$ cat src/hdl/arp_cache_responder_defines.svh
// assertion macros for the arp cache responder
// no dependencies
`ifndef ARP_CACHE_RESPONDER_DEFINES_SVH
`define ARP_CACHE_RESPONDER_DEFINES_SVH
// property that holds after reset
`define ACR_ASSERT(label, prop, msg) \
  label: assert property (@(posedge clk) disable iff (!rst_n) prop) else $error(msg);
// implication that holds after reset
`define ACR_IMPLY(label, cond, prop, msg) \
  label: assert property (@(posedge clk) disable iff (!rst_n) (cond) |-> (prop)) else $error(msg);
`endif

$ cat src/hdl/acr_pkg.sv
// shared types and constants for the arp cache responder
// no dependencies
package acr_pkg;
  localparam int CacheEntries = 16;
  localparam logic [1:0] OP_FRAME = 2'd0;
  localparam logic [1:0] OP_LOOKUP = 2'd1;
  localparam logic [1:0] OP_TICK = 2'd2;
  localparam logic [2:0] ST_NONE = 3'd0;
  localparam logic [2:0] ST_REPLY = 3'd1;
  localparam logic [2:0] ST_BADFMT = 3'd2;
  localparam logic [2:0] ST_UNKCODE = 3'd3;
  localparam logic [2:0] ST_HIT = 3'd4;
  localparam logic [2:0] ST_MISS = 3'd5;
  localparam logic [15:0] HW_ETHER = 16'h0001;
  localparam logic [15:0] PROTO_IPV4 = 16'h0800;
  localparam logic [7:0] HW_SIZE = 8'd6;
  localparam logic [7:0] PROTO_SIZE = 8'd4;
  localparam logic [15:0] CODE_REQ = 16'd1;
  localparam logic [15:0] CODE_RSP = 16'd2;
  localparam logic [47:0] BCAST_MAC = 48'hffff_ffff_ffff;
  localparam logic [2:0] CFG_OWN_MAC = 3'd0;
  localparam logic [2:0] CFG_OWN_IP = 3'd1;
  localparam logic [2:0] CFG_SUB_BASE = 3'd2;
  localparam logic [2:0] CFG_SUB_MASK = 3'd3;
  localparam logic [2:0] CFG_LIFETIME = 3'd4;

  // classified job handed from front to back
  typedef enum logic [2:0] {
    JOB_FRAME  = 3'b001,
    JOB_LOOKUP = 3'b010,
    JOB_NONE   = 3'b100
  } job_kind_t;

  typedef struct packed {
    job_kind_t   kind;
    logic        bad_fmt;
    logic [15:0] code;
    logic [47:0] mac;
    logic [31:0] sip;
    logic [31:0] tip;
  } job_t;
endpackage

$ cat src/hdl/arp_cache_responder.sv
// top level of the arp cache responder with ttl and proxy reply
// depends on acr_pkg, acr_front, acr_queue, acr_back and the defines header
//
// Usage: raise start with the item on the in_ ports; the item is a transfer at a
// clock edge where start is high and busy is low. op 0 is a received ARP frame,
// op 1 an IP lookup, op 2 a time tick. Every item gives one result, marked by
// out_valid for a single cycle; the receiver cannot stall it.
// Configuration is a plain write port (cfg_we, cfg_index, cfg_data); the user
// must write it only while the block is idle. The block itself does not enforce this.
// Scanning: frames and lookups scan the cache one slot per cycle, and a good
// frame then passes through a write state before its result. Bad frames and
// ticks skip the scan. The back end takes one item at a time, so the cache
// scan sets the throughput.
// A two-entry queue lets the front take items while the back scans; busy is
// high when it is full.
// Reset (synchronous, rst_n low) empties the cache through per-slot valid
// bits at once, clears the time counter and queue, and loads lifetime 30.
`include "arp_cache_responder_defines.svh"
module arp_cache_responder import acr_pkg::*; #(
  parameter int CACHE_ENTRIES = CacheEntries
) (
  input  logic        clk,
  input  logic        rst_n,
  input  logic        start,
  output logic        busy,
  input  logic [1:0]  in_op,
  input  logic [15:0] in_hw_type,
  input  logic [15:0] in_proto_type,
  input  logic [7:0]  in_hw_len,
  input  logic [7:0]  in_proto_len,
  input  logic [15:0] in_arp_code,
  input  logic [47:0] in_src_mac,
  input  logic [31:0] in_src_ip,
  input  logic [31:0] in_dst_ip,
  input  logic [31:0] in_lookup_ip,
  input  logic        cfg_we,
  input  logic [2:0]  cfg_index,
  input  logic [47:0] cfg_data,
  output logic        out_valid,
  output logic [2:0]  out_status,
  output logic        out_send_frame,
  output logic [47:0] out_frame_dst_mac,
  output logic [1:0]  out_frame_code,
  output logic [47:0] out_frame_sender_mac,
  output logic [31:0] out_frame_sender_ip,
  output logic [47:0] out_frame_target_mac,
  output logic [31:0] out_frame_target_ip,
  output logic [47:0] out_found_mac,
  output logic        out_store_failed
);
  logic [47:0] own_mac_r;
  logic [31:0] own_ip_r, sub_base_r, sub_mask_r;
  logic [15:0] lifetime_r;
  logic        q_push, q_full, q_pop, q_avail, scanning;
  job_t        push_job, head_job;
  logic [31:0] time_now, head_time;

  // configuration registers
  always_ff @(posedge clk) begin
    if (!rst_n) begin
      own_mac_r <= '0;
      own_ip_r <= '0;
      sub_base_r <= '0;
      sub_mask_r <= '0;
      lifetime_r <= 16'd30;
    end else if (cfg_we) begin
      unique case (cfg_index)
        CFG_OWN_MAC: own_mac_r <= cfg_data;
        CFG_OWN_IP: own_ip_r <= cfg_data[31:0];
        CFG_SUB_BASE: sub_base_r <= cfg_data[31:0];
        CFG_SUB_MASK: sub_mask_r <= cfg_data[31:0];
        CFG_LIFETIME: lifetime_r <= cfg_data[15:0];
        default: ;
      endcase
    end
  end

  acr_front u_front (
    .clk, .rst_n, .start, .busy,
    .in_op, .in_hw_type, .in_proto_type, .in_hw_len, .in_proto_len,
    .in_arp_code, .in_src_mac, .in_src_ip, .in_dst_ip, .in_lookup_ip,
    .q_full, .q_push, .q_job(push_job), .time_now
  );

  acr_queue u_queue (
    .clk, .rst_n, .push(q_push), .push_job, .push_time(time_now), .full(q_full),
    .pop(q_pop), .avail(q_avail), .head_job, .head_time
  );

  acr_back #(.CACHE_ENTRIES(CACHE_ENTRIES)) u_back (
    .clk, .rst_n, .q_avail, .q_job(head_job), .q_time(head_time), .q_pop,
    .own_mac(own_mac_r), .own_ip(own_ip_r), .subnet_base(sub_base_r),
    .net_mask(sub_mask_r), .entry_lifetime(lifetime_r),
    .out_valid, .out_status, .out_send_frame, .out_frame_dst_mac, .out_frame_code,
    .out_frame_sender_mac, .out_frame_sender_ip, .out_frame_target_mac,
    .out_frame_target_ip, .out_found_mac, .out_store_failed, .scanning
  );

  // checks
  `ACR_IMPLY(a_frame_fields, out_valid && !out_send_frame, out_frame_dst_mac == '0, "frame set")
  `ACR_IMPLY(a_pop_idle, q_pop, q_avail && !scanning, "pop from empty queue or busy back end")
  `ACR_IMPLY(a_hit_no_send, out_valid && out_status == ST_HIT, !out_send_frame, "hit with a frame")
endmodule

$ cat src/hdl/acr_front.sv
// front end: accepts items, checks frame format, runs the tick counter
// depends on acr_pkg
module acr_front import acr_pkg::*; (
  input  logic        clk,
  input  logic        rst_n,
  input  logic        start,
  output logic        busy,
  input  logic [1:0]  in_op,
  input  logic [15:0] in_hw_type,
  input  logic [15:0] in_proto_type,
  input  logic [7:0]  in_hw_len,
  input  logic [7:0]  in_proto_len,
  input  logic [15:0] in_arp_code,
  input  logic [47:0] in_src_mac,
  input  logic [31:0] in_src_ip,
  input  logic [31:0] in_dst_ip,
  input  logic [31:0] in_lookup_ip,
  input  logic        q_full,
  output logic        q_push,
  output job_t        q_job,
  output logic [31:0] time_now
);
  logic [31:0] time_r, time_nxt;
  logic        take;

  assign busy = q_full;
  assign take = start && !q_full;
  assign time_now = time_r;

  // classify the transfer
  always_comb begin
    q_job.code = in_arp_code;
    q_job.mac = in_src_mac;
    q_job.sip = in_src_ip;
    q_job.tip = in_dst_ip;
    q_job.bad_fmt = (in_hw_type != HW_ETHER) || (in_proto_type != PROTO_IPV4) ||
                    (in_hw_len != HW_SIZE) || (in_proto_len != PROTO_SIZE);
    unique case (in_op)
      OP_FRAME: q_job.kind = JOB_FRAME;
      OP_LOOKUP: begin
        q_job.kind = JOB_LOOKUP;
        q_job.tip = in_lookup_ip;
      end
      default: q_job.kind = JOB_NONE;
    endcase
  end
  assign q_push = take;

  // saturating tick counter, applied at accept since items run in order
  always_comb begin
    time_nxt = time_r;
    if (take && in_op == OP_TICK && time_r != 32'hffff_ffff) time_nxt = time_r + 32'd1;
  end

  always_ff @(posedge clk) begin
    if (!rst_n) time_r <= '0;
    else time_r <= time_nxt;
  end
endmodule

$ cat src/hdl/acr_queue.sv
// two-entry queue between front and back
// depends on acr_pkg
module acr_queue import acr_pkg::*; (
  input  logic clk,
  input  logic rst_n,
  input  logic push,
  input  job_t push_job,
  input  logic [31:0] push_time,
  output logic full,
  input  logic pop,
  output logic avail,
  output job_t head_job,
  output logic [31:0] head_time
);
  job_t        job_r [2];
  logic [31:0] tm_r [2];
  logic        wp_r, wp_nxt, rp_r, rp_nxt;
  logic [1:0]  cnt_r, cnt_nxt;

  assign full = cnt_r == 2'd2;
  assign avail = cnt_r != 2'd0;
  assign head_job = job_r[rp_r];
  assign head_time = tm_r[rp_r];

  // pointer and count update
  always_comb begin
    wp_nxt = push ? ~wp_r : wp_r;
    rp_nxt = pop ? ~rp_r : rp_r;
    cnt_nxt = cnt_r + {1'b0, push} - {1'b0, pop};
  end

  always_ff @(posedge clk) begin
    if (!rst_n) begin
      wp_r <= 1'b0;
      rp_r <= 1'b0;
      cnt_r <= '0;
    end else begin
      wp_r <= wp_nxt;
      rp_r <= rp_nxt;
      cnt_r <= cnt_nxt;
    end
  end

  // payload storage
  always_ff @(posedge clk) begin
    if (push) begin
      job_r[wp_r] <= push_job;
      tm_r[wp_r] <= push_time;
    end
  end
endmodule

$ cat src/hdl/acr_back.sv
// back end: scans the cache one slot a cycle, stores senders, forms results
// depends on acr_pkg
module acr_back import acr_pkg::*; #(
  parameter int CACHE_ENTRIES = CacheEntries
) (
  input  logic        clk,
  input  logic        rst_n,
  input  logic        q_avail,
  input  job_t        q_job,
  input  logic [31:0] q_time,
  output logic        q_pop,
  input  logic [47:0] own_mac,
  input  logic [31:0] own_ip,
  input  logic [31:0] subnet_base,
  input  logic [31:0] net_mask,
  input  logic [15:0] entry_lifetime,
  output logic        out_valid,
  output logic [2:0]  out_status,
  output logic        out_send_frame,
  output logic [47:0] out_frame_dst_mac,
  output logic [1:0]  out_frame_code,
  output logic [47:0] out_frame_sender_mac,
  output logic [31:0] out_frame_sender_ip,
  output logic [47:0] out_frame_target_mac,
  output logic [31:0] out_frame_target_ip,
  output logic [47:0] out_found_mac,
  output logic        out_store_failed,
  output logic        scanning
);
  localparam int IW = (CACHE_ENTRIES > 1) ? $clog2(CACHE_ENTRIES) : 1;
  localparam int CW = $clog2(CACHE_ENTRIES + 1);
  localparam logic [CW-1:0] LAST = CW'(CACHE_ENTRIES - 1);

  typedef enum logic [3:0] {
    S_IDLE  = 4'b0001,
    S_SCAN  = 4'b0010,
    S_WRITE = 4'b0100,
    S_DONE  = 4'b1000
  } state_t;

  logic [31:0] ip_r [CACHE_ENTRIES];
  logic [47:0] mac_r [CACHE_ENTRIES];
  logic [31:0] exp_r [CACHE_ENTRIES];
  logic [CACHE_ENTRIES-1:0] vld_r;

  state_t      st_r, st_nxt;
  logic [CW-1:0] idx_r, idx_nxt;
  job_t        job_r;
  logic [31:0] now_r;
  logic        live_r, live_nxt, slot_r, slot_nxt;
  logic [IW-1:0] slot_idx_r, slot_idx_nxt;
  logic [47:0] hit_mac_r, hit_mac_nxt;

  logic        rd_vld_r;
  logic [31:0] rd_ip_r, rd_exp_r;
  logic [47:0] rd_mac_r;
  logic [31:0] rd_ip, rd_exp;
  logic [47:0] rd_mac;
  logic [32:0] exp_sum;
  logic [31:0] exp_new;
  logic        is_frame, do_store, want_reply, take_slot;

  assign scanning = st_r != S_IDLE;
  assign is_frame = job_r.kind == JOB_FRAME;
  assign do_store = is_frame && !job_r.bad_fmt;

  // registered read of the next slot to scan
  always_ff @(posedge clk) begin
    rd_vld_r <= vld_r[idx_nxt[IW-1:0]];
    rd_ip_r <= ip_r[idx_nxt[IW-1:0]];
    rd_exp_r <= exp_r[idx_nxt[IW-1:0]];
    rd_mac_r <= mac_r[idx_nxt[IW-1:0]];
  end

  // invalid slots read as zero
  always_comb begin
    rd_ip = rd_vld_r ? rd_ip_r : '0;
    rd_exp = rd_vld_r ? rd_exp_r : '0;
    rd_mac = rd_vld_r ? rd_mac_r : '0;
  end

  assign exp_sum = {1'b0, now_r} + {17'd0, entry_lifetime};
  assign exp_new = exp_sum[32] ? 32'hffff_ffff : exp_sum[31:0];

  // first reusable slot in scan order
  assign take_slot = !slot_r && (rd_ip == 32'd0 || rd_ip == job_r.sip || rd_exp < now_r);

  assign want_reply = job_r.code == CODE_REQ &&
                      (job_r.tip & net_mask) == subnet_base &&
                      job_r.tip != job_r.sip && job_r.sip != 32'd0 && !live_r;

  // sequencer
  always_comb begin
    st_nxt = st_r;
    idx_nxt = idx_r;
    live_nxt = live_r;
    slot_nxt = slot_r;
    slot_idx_nxt = slot_idx_r;
    hit_mac_nxt = hit_mac_r;
    q_pop = 1'b0;
    unique case (st_r)
      S_IDLE: begin
        if (q_avail) begin
          q_pop = 1'b1;
          idx_nxt = '0;
          live_nxt = 1'b0;
          slot_nxt = 1'b0;
          hit_mac_nxt = '0;
          if (q_job.kind == JOB_NONE || (q_job.kind == JOB_FRAME && q_job.bad_fmt))
            st_nxt = S_DONE;
          else st_nxt = S_SCAN;
        end
      end
      S_SCAN: begin
        // live check sees the cache after the store: the slot a frame overwrites is skipped
        if (!live_r && rd_ip == job_r.tip && rd_exp > now_r && !(is_frame && take_slot)) begin
          live_nxt = 1'b1;
          hit_mac_nxt = rd_mac;
        end
        if (take_slot) begin
          slot_nxt = 1'b1;
          slot_idx_nxt = idx_r[IW-1:0];
        end
        if (idx_r == LAST) st_nxt = is_frame ? S_WRITE : S_DONE;
        else idx_nxt = idx_r + CW'(1);
      end
      S_WRITE: st_nxt = S_DONE;
      S_DONE: st_nxt = S_IDLE;
      default: st_nxt = S_IDLE;
    endcase
  end

  always_ff @(posedge clk) begin
    if (!rst_n) begin
      st_r <= S_IDLE;
      vld_r <= '0;
    end else begin
      st_r <= st_nxt;
      if (st_r == S_WRITE && slot_r) vld_r[slot_idx_r] <= 1'b1;
    end
  end

  always_ff @(posedge clk) begin
    idx_r <= idx_nxt;
    live_r <= live_nxt;
    slot_r <= slot_nxt;
    slot_idx_r <= slot_idx_nxt;
    hit_mac_r <= hit_mac_nxt;
    if (st_r == S_IDLE && q_avail) begin
      job_r <= q_job;
      now_r <= q_time;
    end
    if (st_r == S_WRITE && slot_r) begin
      ip_r[slot_idx_r] <= job_r.sip;
      mac_r[slot_idx_r] <= job_r.mac;
      exp_r[slot_idx_r] <= exp_new;
    end
  end

  // result strobe and fields
  always_comb begin
    out_valid = st_r == S_DONE;
    out_status = ST_NONE;
    out_send_frame = 1'b0;
    out_frame_dst_mac = '0;
    out_frame_code = '0;
    out_frame_sender_mac = '0;
    out_frame_sender_ip = '0;
    out_frame_target_mac = '0;
    out_frame_target_ip = '0;
    out_found_mac = '0;
    out_store_failed = do_store && !slot_r;
    priority if (is_frame && job_r.bad_fmt) begin
      out_status = ST_BADFMT;
    end else if (is_frame) begin
      if (job_r.code == CODE_REQ) begin
        if (want_reply) begin
          out_status = ST_REPLY;
          out_send_frame = 1'b1;
          out_frame_dst_mac = job_r.mac;
          out_frame_code = CODE_RSP[1:0];
          out_frame_sender_mac = own_mac;
          out_frame_sender_ip = job_r.tip;
          out_frame_target_mac = job_r.mac;
          out_frame_target_ip = job_r.sip;
        end
      end else if (job_r.code != CODE_RSP) begin
        out_status = ST_UNKCODE;
      end
    end else if (job_r.kind == JOB_LOOKUP) begin
      if (live_r) begin
        out_status = ST_HIT;
        out_found_mac = hit_mac_r;
      end else begin
        out_status = ST_MISS;
        out_send_frame = 1'b1;
        out_frame_dst_mac = BCAST_MAC;
        out_frame_code = CODE_REQ[1:0];
        out_frame_sender_mac = own_mac;
        out_frame_sender_ip = own_ip;
        out_frame_target_ip = job_r.tip;
      end
    end else begin
      out_status = ST_NONE;
    end
  end
endmodule

$ cat config.mk
export PLATFORM = sky130hd
export DESIGN_NAME = arp_cache_responder
export DESIGN_NICKNAME = d
export VERILOG_FILES = /design/src/hdl/acr_pkg.sv /design/src/hdl/arp_cache_responder.sv /design/src/hdl/acr_front.sv /design/src/hdl/acr_queue.sv /design/src/hdl/acr_back.sv
export VERILOG_INCLUDE_DIRS = /design/src /design/src/hdl
export SDC_FILE = /design/constraint.sdc
export NUM_CORES = 2
export LEC_CHECK = 0
export ABC_AREA = 1
export BUFFER_PORTS_ARGS = -buffer_cell sky130_fd_sc_hd__clkbuf_2
export CORE_ASPECT_RATIO = 1.1
export CORE_MARGIN = 3
export CORE_UTILIZATION = 53
export DETAILED_ROUTE_END_ITERATION = 10
export GPL_TIMING_DRIVEN = 0
export MAX_ROUTING_LAYER = met4
export PLACE_DENSITY = 0.71
export SYNTH_ARGS = -nofsm -noshare
export SYNTH_HDL_FRONTEND = slang
export SYNTH_SLANG_ARGS = --single-unit
export TNS_END_PERCENT = 20
$ cat constraint.sdc
create_clock -name clk -period 25 [get_ports clk]
set_input_delay 6.25 -clock clk [delete_from_list [all_inputs] [get_ports clk]]
set_output_delay 6.25 -clock clk [all_outputs]
set_load 0.02 [all_outputs]
# Word level (Yosys, flattened, before mapping)
# Memory sizes are Yosys's and may differ from the RTL's. A register that Yosys moved wholly into a read port is not among the register bits.
# Index checks and enable logic that the tools add are counted.
[totals] wordCells=204 memories=5 mem_bits_rw=2120 reg_bits=408 input_bits=265 output_inout_bits=265
[op_classes] n_mux=83 n_addsub=5 reduce_logical=46 n_bitwise=4 n_eq_ne=32 order_cmp=5
[mem_list] name="u_back.mac_r" depth=16 width=48 rd=1 rd_clocked_by_memory_dff=1 write_ports=1 line_no="acr_back.sv:42" source="logic [47:0] mac_r [CACHE_ENTRIES];"
[mem_list] name="u_back.exp_r" depth=16 width=32 rd=1 rd_clocked_by_memory_dff=1 write_ports=1 line_no="acr_back.sv:43" source="logic [31:0] exp_r [CACHE_ENTRIES];"
[mem_list] name="u_back.ip_r" depth=16 width=32 rd=1 rd_clocked_by_memory_dff=1 write_ports=1 line_no="acr_back.sv:41" source="logic [31:0] ip_r [CACHE_ENTRIES];"
[mem_list] name="u_queue.job_r" depth=2 width=132 rd=1 rd_clocked_by_memory_dff=1 write_ports=1 line_no="acr_queue.sv:15" source="job_t job_r [2];"
[mem_list] name="u_queue.tm_r" depth=2 width=32 rd=1 rd_clocked_by_memory_dff=1 write_ports=1 line_no="acr_queue.sv:16" source="logic [31:0] tm_r [2];"
[ops] op="$mux 48" n=21
[ops] op="$mux 32" n=16
[ops] op="$eq 32x32->1" n=3
[ops] op="$pmux 48 s2" n=1
[ops] op="$add 32x16->33" n=1
[ops] op="$add 32x1->32 const B" n=1
[ops] op="$and 32x32->32" n=1
[ops] op="$gt 32x32->1" n=1
[ops] op="$logic_not 32->1" n=1
[ops] op="$lt 32x32->1" n=1
[ops] op="$ne 32x32->1" n=1
[ops] op="$ne 32x32->1 const B" n=1
[ops] op="$reduce_bool 32->1" n=1
[ops] op="$mux 1" n=22
[ops] op="$logic_and 1x1->1" n=19
[ops] op="$eq 16x1->1 const B" n=1
[ops] op="$mux 4" n=4
[ops] op="$ne 16x1->1 const B" n=1
[ops] op="$ne 16x12->1 const B" n=1
[ops] op="$ne 16x2->1 const B" n=1
[ops] op="$ne 8x3->1 const B" n=2
[ops] op="$or 16x16->16" n=1
[ops] op="$reduce_and 2->1" n=7
[ops] op="$mux 2" n=6
[ops] op="32 further kinds" n=60

# Depth between registers and ports, before layout
[logic_depth] word_depth=10 depth_mapped=21 mapped_depth_nobuf=17

# Hierarchy
# From an unflattened synthesis, not the netlist that was laid out.
[hier_totals] cells_unflattened=11786 hier_area_um2=118075.7
[by_module_without_submodules] module="acr_back" cells_per_inst=9743 area_each_um2=96179.7 seq_area_each_um2=63130.5 instances=1
[by_module_without_submodules] module="acr_queue" cells_per_inst=543 area_each_um2=12156.7 seq_area_each_um2=9949.5 instances=1
[by_module_without_submodules] module="arp_cache_responder" cells_per_inst=930 area_each_um2=6366.1 seq_area_each_um2=3203.1 instances=1
[by_module_without_submodules] module="acr_front" cells_per_inst=570 area_each_um2=3373.2 seq_area_each_um2=640.6 instances=1

# Worst setup path before layout
# Ideal clock, no wire load.
[synth_path] path_kind="input -> register" from="in start" to="mem u_queue.job_r[1][0] in the netlist's numbering, enable pin" setup_ps=692 path_buffers=0 setup_slack_ps=11059 t_arrival_ps=13248 cell_stages=2 required_ps=24308 path_cell_list="o21ai_0 nor2_1"
[synth_between] elab_chain_cells=3
[synth_lines] element="start: declaration" line_no="arp_cache_responder.sv:24" source="input logic start,"
[synth_lines] element="$logic_and 1x1->1" line_no="acr_front.sv:27" source="assign take = start && !q_full;"
[synth_lines] element="$mux 1" line_no="acr_queue.sv:46" source="if (push) begin"
[synth_lines] element="$mux 1 (not written as such)" line_no="acr_queue.sv:47" source="job_r[wp_r] <= push_job;"
[synth_lines] element="end: declaration" line_no="acr_queue.sv:15"
# No other way between the ends.

# Worst setup path in the final report
[layout_path] from="reg u_back.live_r" to="out out_frame_dst_mac[47]"
[layout_between] elab_chain_cells=6 elab_cells_between_ends=8 cone_classes="mux: 6; reduce/logical: 2"
[layout_lines] element="start: declaration" line_no="acr_back.sv:50" source="logic live_r, live_nxt, slot_r, slot_nxt;"
[layout_lines] element="start signal: assignment" line_no="acr_back.sv:145" source="live_r <= live_nxt;"
[layout_lines] element="$logic_not 1->1" line_no="acr_back.sv:90" source="job_r.tip != job_r.sip && job_r.sip != 32'd0 && !live_r;"
[layout_lines] element="$logic_and 1x1->1" line_no="acr_back.sv:90"
[layout_lines] element="$mux 48" line_no="acr_back.sv:177" source="if (want_reply) begin"
[layout_lines] element="$mux 48" line_no="acr_back.sv:176" source="if (job_r.code == CODE_REQ) begin"
[layout_lines] element="$mux 48 (*)" line_no="acr_back.sv:175" source="end else if (is_frame) begin"
[layout_lines] element="$mux 48 (*)" line_no="acr_back.sv:173" source="priority if (is_frame && job_r.bad_fmt) begin"
[layout_lines] element="end: declaration" line_no="arp_cache_responder.sv:42" source="output logic [47:0] out_frame_dst_mac,"
# Every way passes the cells marked *; elsewhere a longest branch is shown, timed or not.

==> reports/qor.txt <==
=================================================================================
Remaining design rule violation count                                           0
Cell class contributing the biggest share of worst-path delay        buffers and inverters
Standard-cell rows                                                            178
Post-synthesis adder-cell area fraction                                   0.00587
Die width                                                                  449 µm
Average wire per cell in the routed design                                23.8 µm
Switching share of total power                                              0.343
Setup repair after global routing missed its margin                            no
CP required                                                              18.75 ns
Worst-Skew Late Latency                                                   0.95 ns
Commonest cells after routing, fill and taps aside                   sky130_fd_sc_hd__nand2_1, sky130_fd_sc_hd__edfxtp_1, sky130_fd_sc_hd__inv_1, sky130_fd_sc_hd__nand3_1, sky130_fd_sc_hd__nor2_1
Final count of negative-setup-slack endpoints                                   0
Final hold slack                                                         0.447 ns
Fraction of the yosys area taken by sequential cells                        0.673
Pin count of the biggest net entering global routing                           61
Top sig layer                                                                met4
Most frequent cell on the critical path                              sky130_fd_sc_hd__clkbuf_1
Combinational Power Share                                                   0.219
Area growth, synth to finish                                                14.9%
Post-Synthesis Cells                                                        11.4k
Post-synthesis area per instance                                         10.0 µm²
Global-route congestion overflow total                                          0
Power share of the sequential group                                         0.482
Starting Density                                                            0.533
Number of nets in the layout                                                12.6k
Estimated wirelength of the detail-placed design                           262 mm
Clock tree from TritonCTS                                                   built
Initial antenna violation count                                                27
Synth Area in XOR/XNOR                                                    0.00391
Synth Area in Simple Gates                                                  0.211
Leakage component of the power                                            56.0 nW
Die extent in y                                                            493 µm
Setup Buffers After CTS                                                         0
Final Max Tran Viols                                                            0
Post-synthesis register bit count                                           2,673
Ordered list of cells on the worst path                              clkbuf_1 -> nor2_1 -> inv_1 -> clkbuf_1 -> clkbuf_1 -> o21ai_0 -> clkbuf_2
Avg Vias per Cell                                                            5.51
Share of the synthesized area in the top cell type                          0.615
Fin crit share                                                              0.517
Syn. warnings                                                                   0
Total via count in the routed design                                        84.9k
Wire length of the first global-routing pass                               530 mm
Int Power                                                                 8.72 mW
Internal reg-to-reg setup slack                                          18.66 ns
Dominant combinational cell family by area after synthesis           simple AND/OR/NAND/NOR gates
Leading cell type in the layout, fill and taps excluded              sky130_fd_sc_hd__nand2_1
Die footprint                                                         221,000 µm²
Detailed-routing iteration count for the pre-antenna-repair pass                6
Slowest stage cell, crit path                                        sky130_fd_sc_hd__inv_1
Clock share of power                                                        0.299
Violation count after the first detailed-route iteration                    10.6k
Input/output buffers                                                          528
H-tree depth                                                                    5
Synth area leaders                                                   sky130_fd_sc_hd__edfxtp_1, sky130_fd_sc_hd__nand2_1, sky130_fd_sc_hd__nand3_1
Largest fanout of any net on the critical path                                 10
Routed metal-1 wire length                                                 134 mm
Std-Cell Core Area                                                    214,000 µm²
Post-cts sizing count                                                           0
Accumulated negative setup slack                                             0 ns
Number of clock sinks seen by CTS                                           2,673
# Max-Cap Violations                                                            0
Post-synthesis compound-gate area fraction                                 0.0239
Share of the core filled with cells in the final layout                     0.613
Start-to-end type of the worst setup path                            register to output pin
Arrival time worst endpoint                                               6.66 ns
Final WL                                                                   367 mm
Outcome                                                              finished, final reports clean
Classification of the worst-slack hold path                          register to register
Clk slew on worst S/H paths                                               0.06 ns
Most area-hungry cell type in the Yosys netlist                      sky130_fd_sc_hd__edfxtp_1
Clock skew                                                              0.0914 ns
Endpoints failing hold                                                          0
Top FF cell, synth                                                   sky130_fd_sc_hd__edfxtp_1
Gr usage total                                                              0.336
Antenna Violating Nets Remaining                                                0
Number of buffer and inverter instances along the worst setup path              5
Portion of netlist area occupied by mux cells                                   0
TritonCTS Buffers                                                             281
EDFF count, synth                                                           2,339
Async set or reset register ratio after synthesis                               0
Clock tree root buffer cell                                          sky130_fd_sc_hd__clkbuf_16
Crit path largest cell delay                                              1.08 ns
Slew margin rel.                                                           0.0333
Detailed-routed wire length on met2                                        171 mm
Met3 wirelength from detailed routing                                     38.7 mm
Crit end category                                                      output pin
Minimum clock period after layout                                        12.91 ns
Power per standard cell area                                           101 nW/µm²
Hold-fix buffers at CTS                                                         0
Net Count, Synth                                                            11.7k
Via count of the first global-routing pass                                  81.6k
Slew at the pin with the worst max-slew slack                             1.45 ns
Worst ir drop on vdd                                                  0.0000650 V
Number of distinct library cells after synthesis                               43
Maximum achievable frequency                                             77.4 MHz
Netlist area before placement                                         114,000 µm²
Startpoint Class                                                         register
Number of top-level pins                                                      530
CTS max path bufs                                                               4
Global placer's final weighted congestion                                   0.978
Fraction of final layout cells with drive strength greater than 1           0.102
Switch Pwr                                                                4.55 mW
=================================================================================
-- power by group through the flow --
stage	logic (mW)	registers, mW	clock network (mW)
final	2.91	6.40	3.97
after detailed placement	2.85	6.46	0
after global routing	3.14	6.42	4.18
after CTS	2.87	6.38	4.00
after floorplan	1.63	6.16	0
after global placement	2.73	6.55	0
-- layout make-up --
type,instances,area [µm²]
Fill cell,17045,83000
Sequential cell,2673,76900
Multi-Input combinational cell,6299,28100
Clock buffer,388,7760
Inverter,1863,7000
Timing Repair Buffer,619,4610
Tap cell,2880,3600
Buffer,554,2460
Clock inverter,97,790
Antenna cell,30,75.1
-- logic make-up (layout without fill, tap and decap cells) --
kind of cell | Yosys count | count (layout)
adders and majority gates | 53 | 53
xor gates and xnor gates | 51 | 51
DFF | 2673 | 2673
buffers and inverters | 2417 | 3521
other | 0 | 30
and+or+nand+nor | 5682 | 5682
AOI/OAI and AO/OA | 513 | 513
-- per-stage QoR --
step / total power, mW / cell area, µm² / cells / worst slack [ns]
2_1_floorplan: 7.79 / 114000 / 11389 / 11.06
3_5_place_dp: 9.32 / 123000 / 14888 / 13.23
4_1_cts: 13.2 / 131000 / 15373 / 12.21
5_1_grt: 13.7 / 131000 / 15392 / 12.09
3_3_place_gp: 9.28 / 121000 / 14797 / 5.99
6_report: 13.3 / 131000 / 15403 / 12.09
-- cell usage after synthesis, types with 36 or more instances --
| cell | n |
|---|---|
| sky130_fd_sc_hd__inv_1 | 1849 |
| sky130_fd_sc_hd__dfxtp_1 | 334 |
| sky130_fd_sc_hd__xor2_1 | 36 |
| sky130_fd_sc_hd__a21oi_1 | 116 |
| sky130_fd_sc_hd__buf_1 | 62 |
| sky130_fd_sc_hd__nor3_1 | 53 |
| sky130_fd_sc_hd__buf_2 | 198 |
| sky130_fd_sc_hd__ha_1 | 52 |
| sky130_fd_sc_hd__nand2_1 | 3253 |
| sky130_fd_sc_hd__nand3b_1 | 118 |
| sky130_fd_sc_hd__nand4_1 | 46 |
| sky130_fd_sc_hd__o21ai_0 | 310 |
| sky130_fd_sc_hd__edfxtp_1 | 2339 |
| sky130_fd_sc_hd__clkbuf_1 | 264 |
| sky130_fd_sc_hd__nand3_1 | 1588 |
| sky130_fd_sc_hd__a21boi_0 | 48 |
| sky130_fd_sc_hd__nor2_1 | 578 |
-- worst reg2reg max path, stage by stage (launching register included) --
cell,delay (ns)
sky130_fd_sc_hd__dfxtp_1,0.58
sky130_fd_sc_hd__clkbuf_1,0.23
sky130_fd_sc_hd__buf_2,0.29
sky130_fd_sc_hd__buf_1,1.09
sky130_fd_sc_hd__clkbuf_1,0.64
sky130_fd_sc_hd__nand2_1,0.14
sky130_fd_sc_hd__inv_1,0.11
sky130_fd_sc_hd__ha_1,0.24
sky130_fd_sc_hd__nand2_1,0.09
sky130_fd_sc_hd__nor2_1,0.08
sky130_fd_sc_hd__nand3_1,0.08
sky130_fd_sc_hd__nor2_1,0.13
sky130_fd_sc_hd__nand2_1,0.27
sky130_fd_sc_hd__nand2_1,0.15
sky130_fd_sc_hd__nor3_1,0.80
sky130_fd_sc_hd__nand2_1,0.11
sky130_fd_sc_hd__a21oi_1,0.16
sky130_fd_sc_hd__nand2_1,0.07
sky130_fd_sc_hd__inv_2,0.41
sky130_fd_sc_hd__buf_12,0.31
-- registers in the layout (all words and copies together) (netlist names), 48 cells and up, named ones only --
| name | count |
|---|---|
| u_back.mac_r | 768 |
| u_back.exp_r | 512 |
| u_back.ip_r | 512 |
| u_queue.job_r | 264 |
| u_back.job_r | 132 |
| u_queue.tm_r | 64 |
| own_mac_r | 48 |
| u_back.hit_mac_r | 48 |
| u_back.rd_mac_r | 48 |
-- path summary, 6_finish.rpt --
kind,from,endpoint,cells after the start
hold / removal,sub_mask_r[18]$_SDFFE_PN0P_,sub_mask_r[18]$_SDFFE_PN0P_,2
setup reg to reg,u_back.rd_vld_r$_DFF_P_,u_back.hit_mac_r[6]$_SDFFCE_PN0P_,19
setup / recovery,u_back.live_r$_DFFE_PP_,out_frame_dst_mac[47],7
hold reg to reg,sub_mask_r[18]$_SDFFE_PN0P_,sub_mask_r[18]$_SDFFE_PN0P_,2
-- layer usage --
metal	vias to the layer above	global-route usage
li1	38859	-
met1	40068	0.410
met2	4996	0.525
met3	931	0.0709
met4	0	0.186
met5	-	-
Note: power is estimated with default switching activity, not from simulation.
